`src/rtl/alu32_pkg.sv`:
```
package alu32_pkg;

   localparam int QueueDepth = 4;

   typedef enum logic [3:0] {
      FN_ADD = 4'd0,
      FN_SUB = 4'd1,
      FN_MUL = 4'd2,
      FN_DIV = 4'd3,
      FN_LSR = 4'd4,
      FN_LSL = 4'd5,
      FN_ASR = 4'd6,
      FN_AND = 4'd7,
      FN_OR  = 4'd8,
      FN_XOR = 4'd9,
      FN_NEG = 4'd10,
      FN_NOT = 4'd11
   } func_type;

   typedef enum logic [1:0] {
      CLS_SINGLE  = 2'd0,
      CLS_DIV     = 2'd1,
      CLS_DIVZERO = 2'd2
   } class_type;

   typedef enum logic {
      BACK_RUN = 1'b0,
      BACK_DIV = 1'b1
   } back_state_type;

   typedef struct packed {
      logic [3:0]  func;
      logic [31:0] operand_a;
      logic [31:0] operand_b;
   } req_type;

   typedef struct packed {
      logic [31:0] result;
      logic        divide_error;
   } rsp_type;

   typedef struct packed {
      class_type cls;
      req_type   req;
   } entry_type;

   typedef struct packed {
      logic empty;
      logic full;
   } queue_status_type;

endpackage

```
`src/rtl/integer_alu_32bit_core.sv`:
```
// 32-bit integer alu. A request is taken when start is high and busy is low and lands in a
// queue of QUEUE_DEPTH entries; results leave in request order, for one cycle on rsp_strobe,
// from a register loaded as the execute stage finishes a request. The receiver cannot
// stall, so each result must be captured in the cycle it is shown. Every operation except
// divide is computed as it leaves the queue, so such requests stream at one per clock while
// no divide holds the execute stage. An unsigned divide with a nonzero divisor runs on a
// radix-2 restoring divider, one quotient bit per cycle, and holds the execute stage until
// its quotient is done; requests keep queuing meanwhile and busy rises only when the queue
// is full. A divide by zero returns zero with divide_error set, without entering the divider.
module integer_alu_32bit_core #(
   parameter int QUEUE_DEPTH = alu32_pkg::QueueDepth
) (
   input  logic               clock,
   input  logic               reset,
   input  logic               start,
   output logic               busy,
   input  alu32_pkg::req_type req_data,
   output logic               rsp_strobe,
   output alu32_pkg::rsp_type rsp_data
);

   logic                        push;
   logic                        pop;
   alu32_pkg::entry_type        push_entry;
   alu32_pkg::entry_type        head_entry;
   alu32_pkg::queue_status_type status;

   alu32_front u_front (
      .start      (start),
      .queue_full (status.full),
      .req_data   (req_data),
      .push       (push),
      .push_entry (push_entry)
   );

   alu32_queue #(
      .Depth (QUEUE_DEPTH)
   ) u_queue (
      .clock      (clock),
      .reset      (reset),
      .push       (push),
      .push_entry (push_entry),
      .pop        (pop),
      .head_entry (head_entry),
      .status     (status)
   );

   alu32_back u_back (
      .clock      (clock),
      .reset      (reset),
      .head_entry (head_entry),
      .status     (status),
      .pop        (pop),
      .rsp_strobe (rsp_strobe),
      .rsp_data   (rsp_data)
   );

   assign busy = status.full;

endmodule

```
`src/rtl/alu32_front.sv`:
```
module alu32_front (
   input  logic              start,
   input  logic              queue_full,
   input  alu32_pkg::req_type req_data,
   output logic              push,
   output alu32_pkg::entry_type push_entry
);

   always_comb begin
      push = start && !queue_full;
      push_entry.req = req_data;
      if (req_data.func == alu32_pkg::FN_DIV) begin
         push_entry.cls = (req_data.operand_b == 32'd0) ? alu32_pkg::CLS_DIVZERO
                                                        : alu32_pkg::CLS_DIV;
      end else begin
         push_entry.cls = alu32_pkg::CLS_SINGLE;
      end
   end

endmodule

```
`src/rtl/alu32_queue.sv`:
```
module alu32_queue #(
   parameter int Depth = alu32_pkg::QueueDepth
) (
   input  logic                        clock,
   input  logic                        reset,
   input  logic                        push,
   input  alu32_pkg::entry_type        push_entry,
   input  logic                        pop,
   output alu32_pkg::entry_type        head_entry,
   output alu32_pkg::queue_status_type status
);

   localparam int PtrW = (Depth > 1) ? $clog2(Depth) : 1;
   localparam int CntW = $clog2(Depth + 1);
   localparam logic [PtrW-1:0] LastPtr = PtrW'(Depth - 1);
   localparam logic [CntW-1:0] FullCnt = CntW'(Depth);

   alu32_pkg::entry_type mem_ff [Depth];
   logic [PtrW-1:0] wr_ptr_ff, wr_ptr_in;
   logic [PtrW-1:0] rd_ptr_ff, rd_ptr_in;
   logic [CntW-1:0] count_ff, count_in;

   always_comb begin
      wr_ptr_in = wr_ptr_ff;
      rd_ptr_in = rd_ptr_ff;
      count_in  = count_ff;
      if (push) begin
         wr_ptr_in = (wr_ptr_ff == LastPtr) ? '0 : wr_ptr_ff + 1'b1;
      end
      if (pop) begin
         rd_ptr_in = (rd_ptr_ff == LastPtr) ? '0 : rd_ptr_ff + 1'b1;
      end
      if (push && !pop) begin
         count_in = count_ff + 1'b1;
      end else if (pop && !push) begin
         count_in = count_ff - 1'b1;
      end
   end

   always_ff @(posedge clock) begin
      if (reset) begin
         wr_ptr_ff <= '0;
         rd_ptr_ff <= '0;
         count_ff  <= '0;
      end else begin
         wr_ptr_ff <= wr_ptr_in;
         rd_ptr_ff <= rd_ptr_in;
         count_ff  <= count_in;
      end
   end

   always_ff @(posedge clock) begin
      if (push) begin
         mem_ff[wr_ptr_ff] <= push_entry;
      end
   end

   assign head_entry   = mem_ff[rd_ptr_ff];
   assign status.empty = (count_ff == '0);
   assign status.full  = (count_ff == FullCnt);

endmodule

```
`src/rtl/alu32_back.sv`:
```
module alu32_back (
   input  logic                        clock,
   input  logic                        reset,
   input  alu32_pkg::entry_type        head_entry,
   input  alu32_pkg::queue_status_type status,
   output logic                        pop,
   output logic                        rsp_strobe,
   output alu32_pkg::rsp_type          rsp_data
);

   alu32_pkg::back_state_type state_ff, state_in;
   logic [4:0]  cnt_ff, cnt_in;
   logic [31:0] rem_ff, rem_in;
   logic [31:0] quo_ff, quo_in;
   logic [31:0] dvs_ff, dvs_in;
   logic        rsp_strobe_ff, rsp_strobe_in;
   alu32_pkg::rsp_type rsp_data_ff, rsp_data_in;

   logic        load_div;
   logic        emit_now;
   logic        emit_div;
   logic [32:0] shifted;
   logic [32:0] diff;
   logic        fits;
   alu32_pkg::rsp_type single;
   logic [31:0] a;
   logic [31:0] b;
   logic [4:0]  sh;

   // one bit of restoring division per cycle
   always_comb begin
      shifted = {rem_ff, quo_ff[31]};
      diff    = shifted - {1'b0, dvs_ff};
      fits    = !diff[32];
   end

   always_comb begin
      a  = head_entry.req.operand_a;
      b  = head_entry.req.operand_b;
      sh = b[4:0];
      single.divide_error = 1'b0;
      unique case (head_entry.req.func)
         alu32_pkg::FN_ADD: single.result = a + b;
         alu32_pkg::FN_SUB: single.result = a - b;
         alu32_pkg::FN_MUL: single.result = a * b;
         alu32_pkg::FN_DIV: begin
            single.result       = 32'd0;
            single.divide_error = (head_entry.cls == alu32_pkg::CLS_DIVZERO);
         end
         alu32_pkg::FN_LSR: single.result = a >> sh;
         alu32_pkg::FN_LSL: single.result = a << sh;
         alu32_pkg::FN_ASR: single.result = $unsigned($signed(a) >>> sh);
         alu32_pkg::FN_AND: single.result = a & b;
         alu32_pkg::FN_OR:  single.result = a | b;
         alu32_pkg::FN_XOR: single.result = a ^ b;
         alu32_pkg::FN_NEG: single.result = 32'd0 - a;
         alu32_pkg::FN_NOT: single.result = ~a;
         default:           single.result = 32'd0;
      endcase
   end

   always_comb begin
      state_in = state_ff;
      unique case (state_ff)
         alu32_pkg::BACK_RUN: begin
            if (!status.empty && head_entry.cls == alu32_pkg::CLS_DIV) begin
               state_in = alu32_pkg::BACK_DIV;
            end
         end
         alu32_pkg::BACK_DIV: begin
            if (cnt_ff == 5'd0) begin
               state_in = alu32_pkg::BACK_RUN;
            end
         end
         default: state_in = alu32_pkg::BACK_RUN;
      endcase
   end

   always_comb begin
      pop      = 1'b0;
      load_div = 1'b0;
      emit_now = 1'b0;
      emit_div = 1'b0;
      unique case (state_ff)
         alu32_pkg::BACK_RUN: begin
            pop      = !status.empty;
            load_div = !status.empty && head_entry.cls == alu32_pkg::CLS_DIV;
            emit_now = !status.empty && head_entry.cls != alu32_pkg::CLS_DIV;
         end
         alu32_pkg::BACK_DIV: begin
            emit_div = (cnt_ff == 5'd0);
         end
         default: ;
      endcase
   end

   always_comb begin
      cnt_in = cnt_ff;
      rem_in = rem_ff;
      quo_in = quo_ff;
      dvs_in = dvs_ff;
      if (load_div) begin
         cnt_in = 5'd31;
         rem_in = 32'd0;
         quo_in = head_entry.req.operand_a;
         dvs_in = head_entry.req.operand_b;
      end else if (state_ff == alu32_pkg::BACK_DIV) begin
         cnt_in = cnt_ff - 5'd1;
         rem_in = fits ? diff[31:0] : shifted[31:0];
         quo_in = {quo_ff[30:0], fits};
      end
      rsp_strobe_in = emit_now || emit_div;
      if (emit_div) begin
         rsp_data_in.result       = {quo_ff[30:0], fits};
         rsp_data_in.divide_error = 1'b0;
      end else begin
         rsp_data_in = single;
      end
   end

   always_ff @(posedge clock) begin
      if (reset) begin
         state_ff      <= alu32_pkg::BACK_RUN;
         rsp_strobe_ff <= 1'b0;
      end else begin
         state_ff      <= state_in;
         rsp_strobe_ff <= rsp_strobe_in;
      end
   end

   always_ff @(posedge clock) begin
      cnt_ff      <= cnt_in;
      rem_ff      <= rem_in;
      quo_ff      <= quo_in;
      dvs_ff      <= dvs_in;
      rsp_data_ff <= rsp_data_in;
   end

   assign rsp_strobe = rsp_strobe_ff;
   assign rsp_data   = rsp_data_ff;

endmodule

```
`config.mk`:
```
export PLATFORM = sky130hd
export DESIGN_NAME = integer_alu_32bit_core
export DESIGN_NICKNAME = d
export VERILOG_FILES = /design/src/rtl/alu32_pkg.sv /design/src/rtl/integer_alu_32bit_core.sv /design/src/rtl/alu32_front.sv /design/src/rtl/alu32_queue.sv /design/src/rtl/alu32_back.sv
export SDC_FILE = /design/constraint.sdc
export NUM_CORES = 2
export LEC_CHECK = 0
export BUFFER_PORTS_ARGS = -buffer_cell sky130_fd_sc_hd__buf_2
export CELL_PAD_IN_SITES_DETAIL_PLACEMENT = 1
export CELL_PAD_IN_SITES_GLOBAL_PLACEMENT = 1
export CORE_MARGIN = 3
export CORE_UTILIZATION = 55
export CTS_CLUSTER_DIAMETER = 150
export DETAILED_ROUTE_END_ITERATION = 8
export GPL_TIMING_DRIVEN = 0
export PLACE_DENSITY = 0.84
export SYNTH_ARGS = -nofsm -noshare
export SYNTH_HDL_FRONTEND = slang
export SYNTH_SLANG_ARGS = --single-unit
```
`constraint.sdc`:
```
create_clock -name clock -period 23.9 [get_ports clock]
set_clock_uncertainty 0.15 [all_clocks]
set_input_delay 4.78 -clock clock [delete_from_list [all_inputs] [get_ports clock]]
set_output_delay 4.78 -clock clock [all_outputs]
set_load 0.005 [all_outputs]
```
==> impl_metrics.ini, run 1 <==
[die]
die_w_um = 278
io_pins = 106
rows = 99
die_y_um = 278
start_util_pct = 55.8

[global_route]
grt_max_degree = 62
grt_pass1_vias = 45500
grtUsageTotal_pct = 67.4
grt_overflow = 2
grt_pass1_wl_mm = 361

[clocking]
htree_levels = 2
numCtsBuffers = 47
clock_path_buffers = 3
hold_buffers = 0
clock-sinks = 425
cts_resized = 0
clockRootBuffer = clkbuf_16
post-cts-setup-buffers = 0

[logic_synthesis]
syn_avg_cell_area_um2 = 9.77
ys_warn_count = 0
synth_area_mm2 = 0.0408
ys_seq_area_share_pct = 29.3
syn_inst = 4179
async_reset_ff_share_pct = 0
synth_nets = 4921
synthFlopType = edfxtp_1
ys_types = 92
yosys_register_bits = 425
synth_edf_count = 344

[placement]
dpl.hpwl_mm = 173
port_buffers = 104
gp_congestion = 1.12

[outcome]
error = [ERROR GRT-0116] Global routing finished with congestion. Check the congestion regions in the DRC Viewer.
stop_stage = 5_1_grt
run_status = did not finish
[logic make-up after synthesis]
kind of cell,synth area share [%]
multiplexers,6.89
adder cells (fa/ha/maj),28.1
AND/OR/NAND/NOR,12.4
XOR/XNOR,4.09
flip-flops,29.3
buffers and inverters,7.10
AO/OA/AOI/OAI,12.1
[layer usage]
layer  GRT usage [%]  overflow
met1            70.0         0
met2            84.5         1
met3            50.5         0
met4            61.8         1
met5            23.4         0
[per-stage QoR]
| step | utilization [%] | instances | hold WS (ns) | worst slack (ns) | area [um2] |
|---|---|---|---|---|---|
| 2_1_floorplan | - | 4179 | 0.292 | 15.16 | 40800 |
| 3_3_place_gp | 58.1 | 5242 | 0.303 | 11.49 | 42500 |
| 3_5_place_dp | 58.3 | 5247 | 0.335 | 11.23 | 42700 |
| 4_1_cts | 60.4 | 5332 | 0.349 | 11.05 | 44200 |
[cell usage after synthesis, drive strengths merged (22+ instances only)]
| master | count | area share (%) |
|---|---|---|
| a221oi | 27 | 0.58 |
| a21o | 46 | 0.85 |
| inv | 487 | 4.5 |
| xor2 | 39 | 0.84 |
| nor2 | 499 | 4.6 |
| nor2b | 27 | 0.41 |
| o22ai | 31 | 0.48 |
| o211ai | 35 | 0.64 |
| a22o | 22 | 0.47 |
| clkbuf | 144 | 1.3 |
| buf | 91 | 1.3 |
| a211oi | 35 | 0.64 |
| nand2 | 459 | 4.2 |
| a31oi | 30 | 0.46 |
| a21oi | 173 | 2.1 |
| dfxtp | 81 | 4.0 |
| o21ai | 222 | 3.2 |
| fa | 411 | 20 |
| edfxtp | 344 | 25 |
| mux2 | 76 | 2.2 |
| xnor2 | 150 | 3.3 |
| mux4 | 26 | 1.4 |
| mux2i | 134 | 3.3 |
| ha | 260 | 8.0 |
| nor3 | 34 | 0.42 |
| nand3 | 29 | 0.40 |
| nor4 | 28 | 0.60 |
==> run 2, diff against run 1 <==
--- a/config.mk
+++ b/config.mk
@@ -6,14 +6,11 @@
 export NUM_CORES = 2
 export LEC_CHECK = 0
 export BUFFER_PORTS_ARGS = -buffer_cell sky130_fd_sc_hd__buf_2
-export CELL_PAD_IN_SITES_DETAIL_PLACEMENT = 1
-export CELL_PAD_IN_SITES_GLOBAL_PLACEMENT = 1
 export CORE_MARGIN = 3
-export CORE_UTILIZATION = 55
-export CTS_CLUSTER_DIAMETER = 150
+export CORE_UTILIZATION = 40
 export DETAILED_ROUTE_END_ITERATION = 8
 export GPL_TIMING_DRIVEN = 0
-export PLACE_DENSITY = 0.84
+export PLACE_DENSITY_LB_ADDON = 0.15
 export SYNTH_ARGS = -nofsm -noshare
 export SYNTH_HDL_FRONTEND = slang
 export SYNTH_SLANG_ARGS = --single-unit
==> impl_metrics.ini, run 2 <==
[outcome]
run_status = finished with violations
violations = DRC, capacitance limit, slew limit

[global_route]
grt_pass1_wl_mm = 262
antenna_found_initial = 12
grt_max_degree = 56
grtUsageTotal_pct = 35.1
grt_pass1_vias = 33900
grt_overflow = 0

[die]
die_area_mm2 = 0.106
die_w_um = 325
rows = 116
die_y_um = 325
start_util_pct = 40.5
io_pins = 106
core-area_mm2 = 0.101

[logic_synthesis]
synth_nets = 4921
synth_area_mm2 = 0.0408
synth_area_leaders = edfxtp_1, fa_1, ha_1, nor2_1, inv_1
syn_avg_cell_area_um2 = 9.77
syn_inst = 4179
async_reset_ff_share_pct = 0
synth.most_common_cell = nor2_1
synth_top_area_cell = edfxtp_1
ys_seq_area_share_pct = 29.3
synthFlopType = edfxtp_1
yosys-top-cells-count = nor2_1, inv_1, nand2_1
synth_edf_count = 344
synthDominantCellAreaShare_pct = 25.3
ys_warn_count = 0
ys_types = 92
yosys_register_bits = 425

[placement]
gp_congestion = 1.07
placed_area_mm2 = 0.0432
port_buffers = 104
dpl.hpwl_mm = 145
placed_cells = 5645

[critical_path]
end_kind = flop
cp_slowest_cell = xnor2_1
cp-start-kind = flop
cp_common_cell = fa_1
critPathKind = reg2reg
required_ns = 24.24
arrival_ns = 13.28
worstPathMaxFanout = 10
worst_path_largest_cell_delay_ns = 0.81

[layout]
largest_reg_flops = 280
layout.nets = 5079
top_register = u_queue.mem_ff
syn_to_final_growth_pct = 9.62
drive_above_1_share_pct = 9.70
instances_no_fill = 5736
mostFrequentLayoutCells = nor2_1, inv_1, nand2_1
stdcell_area_mm2 = 0.0448
final_common_cell = nor2_1

[clocking]
clock-sinks = 425
clock_path_buffers = 3
cts_tree = built
clockRootBuffer = clkbuf_16
clkTransAtPathRegs_ns = 0.06
htree_levels = 2
cts_resized = 0
insertion_delay_ns = 0.62
hold_buffers = 0
numCtsBuffers = 47
post-cts-setup-buffers = 0

[sta]
max_slew_margin_pct = -3.39
finalSetupViolCount = 0
tns_ns = 0
fmax_ghz = 0.0773
worst_pin_slew_ns = 1.54
drv_slew = 10
finalCriticalPeriod_ns = 12.93
period_share_pct = 54.1
hold_viol_final = 0
grt_setup_unrepaired = no

[drt]
viasPerCell = 6.02
vias = 34500
remaining_drc_errors = 2
dr.pass1.iters = 9
drtIter0Drc = 4098
drtAntennaViolNets = 0
wirelength_mm = 187
wl_per_cell_um = 32.7

[run]
drv_cap = 4

[min_path]
hold_path.class = reg2reg
hold_path_startpoint = u_back.rem_ff[23]
-- run 2: stage by stage --
| step | utilization, % | setup slack [ns] | hold WS, ns |
|---|---|---|---|
| floorplan | - | 15.16 | 0.292 |
| global placement | 42.7 | 11.09 | 0.306 |
| detailed placement | 42.9 | 11.30 | 0.313 |
| CTS | 44.4 | 11.22 | 0.331 |
| global route | 44.4 | 10.68 | 0.340 |
| finish | 44.4 | 10.97 | 0.330 |
-- run 2: final cells by class --
| type | instances | area [um2] |
|---|---|---|
| Antenna cell | 10 | 25.0 |
| Fill cell | 9959 | 56000 |
| Multi-Input combinational cell | 3028 | 26000 |
| Inverter | 491 | 1850 |
| Tap cell | 1357 | 1700 |
| Clock buffer | 62 | 1290 |
| Buffer | 235 | 1050 |
| Clock inverter | 19 | 249 |
| Timing Repair Buffer | 109 | 636 |
| Sequential cell | 425 | 12000 |
-- run 2: cell families after synthesis --
logic type                 after synthesis  synth area share (%)
muxes                                  236                  6.89
and+or+nand+nor                       1181                  12.4
xor gates and xnor gates               189                  4.09
adders and majority gates              671                  28.1
AOI/OAI and AO/OA                      751                  12.1
buffers and inverters                  726                  7.10
DFF                                    425                  29.3
-- run 2: worst max-delay path, delay by kind of cell, from the launching register on --
kind | cells | cell delay [ns]
buffers and inverters | 11 | 3.72
adders and majority gates | 9 | 4.38
DFF | 1 | 0.32
and+or+nand+nor | 3 | 0.48
xor gates and xnor gates | 1 | 0.81
AOI/OAI and AO/OA | 8 | 2.91
-- run 2: layer usage --
metal  track usage [%]  wire length (um)  up-vias
met5                 0                 9        -
met4              19.1             13100        2
met3              9.95             20200      525
met2              51.1             77700     2120
met1              47.1             76400    17400
li1                  -                 -    14500
-- run 2: worst paths after layout --
check / endpoint / slack, ns / depth (start not counted)
max: u_back.rsp_data[32] / 10.97 / 32
min: u_back.rem_ff[23] / 0.33 / 2
max reg2reg: u_back.rsp_data[32] / 10.97 / 32
min reg2reg: u_back.rem_ff[23] / 0.33 / 2
Power of run 2 is left out: the tool's default activity adds up to more than one toggle a clock period on the data nets, which glitch-free logic cannot reach.
